### src/sv/plq_pkg.sv
// shared types and constants for the price level order queue
package plq_pkg;

  localparam int ID_W     = 10;
  localparam int PRICE_W  = 32;
  localparam int SHARES_W = 32;
  localparam int COUNT_W  = 11;
  localparam int SIZE_W   = 42;
  localparam int VOL_W    = 64;

  // request codes
  localparam logic [1:0] REQ_PUSH   = 2'd0;
  localparam logic [1:0] REQ_POP    = 2'd1;
  localparam logic [1:0] REQ_CANCEL = 2'd2;
  localparam logic [1:0] REQ_NOP    = 2'd3;

  // status codes
  localparam logic [1:0] ST_DONE  = 2'd0;
  localparam logic [1:0] ST_PRICE = 2'd1;
  localparam logic [1:0] ST_EMPTY = 2'd2;
  localparam logic [1:0] ST_ID    = 2'd3;

  // saturation limits, in the width of the shared unit
  localparam logic [VOL_W-1:0] SIZE_LIMIT = {{(VOL_W-SIZE_W){1'b0}}, {SIZE_W{1'b1}}};
  localparam logic [VOL_W-1:0] VOL_LIMIT  = {VOL_W{1'b1}};

  typedef struct packed {
    logic [1:0]          req_type;
    logic [ID_W-1:0]     order_id;
    logic [PRICE_W-1:0]  order_price;
    logic [SHARES_W-1:0] order_shares;
  } req_item_t;

  typedef struct packed {
    logic [1:0]          status;
    logic [ID_W-1:0]     popped_id;
    logic [SHARES_W-1:0] popped_shares;
    logic [COUNT_W-1:0]  order_count;
    logic [SIZE_W-1:0]   level_size;
    logic [VOL_W-1:0]    level_volume;
  } rsp_item_t;

  typedef enum logic [1:0] {
    ALU_MUL = 2'd0,
    ALU_ADD = 2'd1,
    ALU_SUB = 2'd2
  } alu_op_t;

  // write strobes into the slot pool
  typedef struct packed {
    logic next_we;
    logic prev_we;
    logic shares_we;
    logic used_we;
    logic used_val;
  } pool_wr_t;

endpackage

### src/sv/plq_alu.sv
// shared multiply / saturating add / floored subtract unit
module plq_alu import plq_pkg::*; (
  input  alu_op_t          op,
  input  logic [VOL_W-1:0] a,
  input  logic [VOL_W-1:0] b,
  input  logic [VOL_W-1:0] limit,
  output logic [VOL_W-1:0] y
);

  logic [VOL_W-1:0] mul_y;
  logic [VOL_W:0]   sum;

  assign mul_y = a[31:0] * b[31:0];
  assign sum   = {1'b0, a} + {1'b0, b};

  always_comb begin
    case (op)
      ALU_MUL: y = mul_y;
      ALU_ADD: y = (sum > {1'b0, limit}) ? limit : sum[VOL_W-1:0];
      ALU_SUB: y = (a > b) ? (a - b) : '0;
      default: y = '0;
    endcase
  end

endmodule

### config.mk
export PLATFORM = sky130hd
export DESIGN_NAME = plq_alu
export DESIGN_NICKNAME = d
export VERILOG_FILES = /design/src/sv/plq_pkg.sv /design/src/sv/plq_alu.sv
export SDC_FILE = /design/constraint.sdc
export NUM_CORES = 2
export LEC_CHECK = 0
export BUFFER_PORTS_ARGS = -buffer_cell sky130_fd_sc_hd__buf_2
export CAP_MARGIN = 10
export CORE_MARGIN = 2
export CORE_UTILIZATION = 41
export DETAILED_ROUTE_END_ITERATION = 10
export PLACE_DENSITY = 0.58
export SLEW_MARGIN = 20
export SYNTH_ARGS = -nofsm -noshare
export SYNTH_HDL_FRONTEND = slang
export SYNTH_SLANG_ARGS = --single-unit
### constraint.sdc
create_clock -name vclk -period 9.9
set_input_delay 0.495 -clock vclk [all_inputs]
set_output_delay 0.495 -clock vclk [all_outputs]
set_load 0.02 [all_outputs]
* After elaboration in Yosys (flattened, before gate mapping)
Cells that the tools add are included.
** Storage, ports and cells
- Logic and storage cells :: 11
- Output and inout bits :: 64
- Flip-flop bits (word level) :: 0
- Input bits :: 194
** Operators by class
- Eq/ne operators :: 2
- Add/sub/neg operators :: 2
- $lt $le $gt $ge :: 2
- Muxes and demuxes :: 3
- Multipliers :: 1
- Reduce and logical (&&, ||, !) cells :: 1
** Operators by type and width (number)
- 64-bit one-hot mux with 3 select lines :: 1
- 64-bit 2-to-1 mux :: 2
- 64-bit by 64-bit adder with 65-bit output :: 1
- 65-bit by 64-bit > comparator with 1-bit output :: 1
- 64-bit > comparator :: 1
- 32-bit by 32-bit multiplier with 64-bit output :: 1
- 64-bit subtractor :: 1
- 2-bit by 1-bit == test with 1-bit output, second input constant :: 1
- 2-bit == test, second input constant :: 1
- 2-bit logical NOT :: 1

* Depth between registers and ports, before layout
- Word-level depth :: 4
- Mapped depth :: 30

* Worst setup path after synthesis
No wires, ideal clock.
- Kind :: input -> output
- Start point :: input b[2]
- End point :: output y[57]
- Arrival time :: 7.957 ns
- Stages :: 27
- Path buffers :: 2
- Slack :: 1.448 ns
- Path through :: clkbuf_1 > and2_1 > fa_1 > inv_1 > fa_1 > fa_1 > fa_1 > inv_1 > fa_1 > inv_1 > fa_1 > inv_1 > fa_1 > fa_1 > ha_1 > clkbuf_1 > a21oi_1 > o21ai_0 > or3_1 > or3_1 > a2111oi_0 > nor2_1 > o31ai_1 > o21ai_1 > a21oi_1 > xnor2_1 > o211ai_1
** Between the ends
- Longest elaborated chain between the ends :: 4
- Elaborated cells on any way between the ends :: 8
- Classes of those cells :: add/sub: 2; mul: 1; order compare: 2; mux: 3
** Ends and longest elaborated chain
- start, declared :: RTL line plq_alu.sv:5 : input logic [VOL_W-1:0] b,
- 64-bit by 64-bit adder with 65-bit output :: RTL line plq_alu.sv:14 : assign sum = {1'b0, a} + {1'b0, b};
- 65-bit by 64-bit > comparator with 1-bit output :: RTL line plq_alu.sv:19 : ALU_ADD: y = (sum > {1'b0, limit}) ? limit : sum[VOL_W-1:0];
- 64-bit 2-to-1 mux :: RTL line plq_alu.sv:19
- 64-bit one-hot mux with 3 select lines * :: RTL line plq_alu.sv:17 : case (op)
- end, declared :: RTL line plq_alu.sv:7 : output logic [VOL_W-1:0] y
Every way passes the cells marked *; elsewhere a longest branch is shown, timed or not.

* Final worst setup path
- Start point :: input b[16]
- End point :: output y[61]
The elaborated chain is that of the path after synthesis.

==> results.sh <==
export IMPL_outcome="finished, final reports clean"
export IMPL_critical_path_class="in -> out"
export IMPL_rsz0062_at_grt="false"
export IMPL_num_vias=37935
export IMPL_synth_xor_area_share_pct=3.442
export IMPL_syn_avg_cell_area_um2=8.179
export IMPL_synth_compound_gate_area_share_pct=12.22
export IMPL_arrival_ps=9080
export IMPL_setup_ws_ps=322.9
export IMPL_synth_seq_area_share_pct=0
export IMPL_syn_inst=5383
export IMPL_wl_um=156500
export IMPL_min_period_over_period_pct=96.74
export IMPL_wl_per_cell_um=22.71
export IMPL_slew_headroom_pct=26.19
export IMPL_netlist_cell_type_count=83
export IMPL_pin_count=258
export IMPL_syn_nets=6930
export IMPL_drv_slew=0
export IMPL_final_area_um2=47160
export IMPL_overflow=0
export IMPL_initial_core_util_pct=41.24
export IMPL_worstSetupEndpointType="primary output"
export IMPL_finalNonFillerCells=6893
export IMPL_hold_path_cell_count=3
export IMPL_fin_crit_ps=9577
export IMPL_required_ps=9410
export IMPL_postCtsSetupRepairBufs=0
export IMPL_synth_top_family_by_area="adder cells"
export IMPL_grt_pass1_vias=39607
export IMPL_die_w_um=331.7
export IMPL_pre_cts_ws_ps=38.78
export IMPL_synth_area_leaders="fa_1, ha_1, inv_1, and2_1, nand2_1"
export IMPL_worst_slew_pin_slew_ps=1097
export IMPL_synthSimpleGateAreaFrac_pct=18.65
export IMPL_critPathLaunchType="primary input"
export IMPL_fp_coreArea_um2=106800
export IMPL_dp_hpwl_um=131900
export IMPL_portBuffers=258
export IMPL_muxShareOfSynthArea_pct=0.09094
export IMPL_synthAdderAreaFrac_pct=53.76
export IMPL_placed_area_um2=47120
export IMPL_antenna_found_initial=5
export IMPL_synth_top_area_share_pct=40.83
export IMPL_hp_class="in -> out"
export IMPL_setup_viol=0
export IMPL_cp_common_cell="fa_1"
export IMPL_drc_errors=0
export IMPL_die_area_um2=110000
export IMPL_die_height_um=331.7
export IMPL_synth_top_area_cell="fa_1"
export IMPL_finalHoldViolations=0
export IMPL_grtUsageTotal_pct=28.42
export IMPL_fmax_ghz=0.1044
export IMPL_hold_ws_ps=1398
export IMPL_placed_cells=6892
export IMPL_fillers=10890
export IMPL_vias_per_cell=5.503
export IMPL_cp_max_fo=26
export IMPL_drive_gt1_share_pct=7.998
export IMPL_maxCapViolCount=0
export IMPL_design_seq_count=0
export IMPL_grt_max_degree=53
export IMPL_place_congestion=0.9605
export IMPL_rows=120
export IMPL_areaGrowthSynthToFinish_pct=7.122
export IMPL_synth_area_um2=44030
export IMPL_dr_pass1_iters=5
export IMPL_first_iter_violations=2866
export IMPL_nets=7038
export IMPL_cp_slowest_cell="fa_1"
export IMPL_clkbuf_count=0
export IMPL_critPathMaxStageDelay_ps=550
export IMPL_antenna_left=0
export IMPL_regArea_um2=0
export IMPL_multi_input_area_um2=38850
export IMPL_synth_warnings=0
export IMPL_grt_pass1_wl_um=242100
## cell families after synthesis
logic type      after synthesis
compound gates              833
xor+xnor                    173
fa+ha+maj                  1353
buf+inv                    1383
mux                           4
simple gates               1637
## Yosys cell counts, drive strengths merged, types with 5 or more instances
cell type  number
a32oi           6
and2          558
nand2b         18
o21bai         49
fa            898
a21boi          9
o211a           5
a21oi         290
nor3           46
nor3b           7
or3            12
a311oi          6
o22ai           7
a221oi          8
o31ai          33
a211o          10
clkbuf        274
a22oi          37
a2111oi        10
o221ai         18
o21ai         142
a31oi          19
nor4b           5
inv          1085
or4            13
and3           16
a41oi           5
a21o           64
a221o           6
buf            22
nand2         570
nor4           31
xor2           26
o211ai         26
nor2          229
xnor2         147
a211oi         26
ha            455
nand3          43
nor2b          25
nand4          41
o21a           17
or2            11
## layout by cell type (no fill, tap or decap), types with 10 or more instances in the layout
cell type,Yosys,final
inv_1,1083,1083
fa_1,898,898
nand2_1,570,570
and2_1,557,557
ha_1,455,455
a21oi_1,290,289
buf_2,11,250
nor2_1,229,228
xnor2_1,147,147
o21ai_0,138,138
buf_4,0,137
a21o_1,64,64
o21bai_1,49,49
nor3_1,46,45
nand3_1,43,43
nand4_1,41,41
a22oi_1,37,37
nor4_1,31,31
o31ai_1,31,31
o211ai_1,26,26
xor2_1,26,26
nor2b_1,25,25
a211oi_1,25,24
a31oi_1,19,19
o221ai_1,18,18
nand2b_1,18,17
and3_1,16,16
o21a_1,17,16
or4_1,12,12
or3_1,12,12
or2_2,11,11
a211o_1,10,10
## metal layers
layer | GRT usage, % | vias up | wire length (um)
met5 | 0 | - | 29
met4 | 8.404 | 4 | 5792
met3 | 2.242 | 234 | 8990
met2 | 47.05 | 1320 | 73490
met1 | 39.75 | 19409 | 68210
li1 | - | 16968 | -
## cell type report
class / instances / share of cell area (%)
timing repair buffer: 402 / 5.240
antenna: 1 / 0.005306
tap: 1403 / 3.722
multi-input combinational: 4000 / 82.38
inverter: 1087 / 8.651
## stage by stage
| step | setup TNS (ps) | utilization, % |
|---|---|---|
| after CTS | 0 | 44.14 |
| after detailed placement | 0 | 44.14 |
| after floorplan | 0 | - |
| after global routing | 0 | 44.18 |
| final | 0 | 44.18 |
| after global placement | -8.225 | 44.14 |
## worst max-delay path: cells and delay by family
kind / cells / cell delay [ps]
AND/OR/NAND/NOR: 5 / 960
buffers and inverters: 10 / 1520
AO/OA/AOI/OAI: 5 / 1040
XOR/XNOR: 1 / 210
adder cells (fa/ha/maj): 10 / 4830
## worst paths after layout
check | start | end | slack [ps]
worst min-delay path | limit[0] | y[0] | 1400
worst max-delay path | b[16] | y[61] | 320
## what timing repair did
item / 4_1_cts / 5_1_grt
setup endpoints to repair: 1 / 11
gates cloned: 0 / 0
gates resized for setup: 1 / 13
hold buffers: 0 / 0
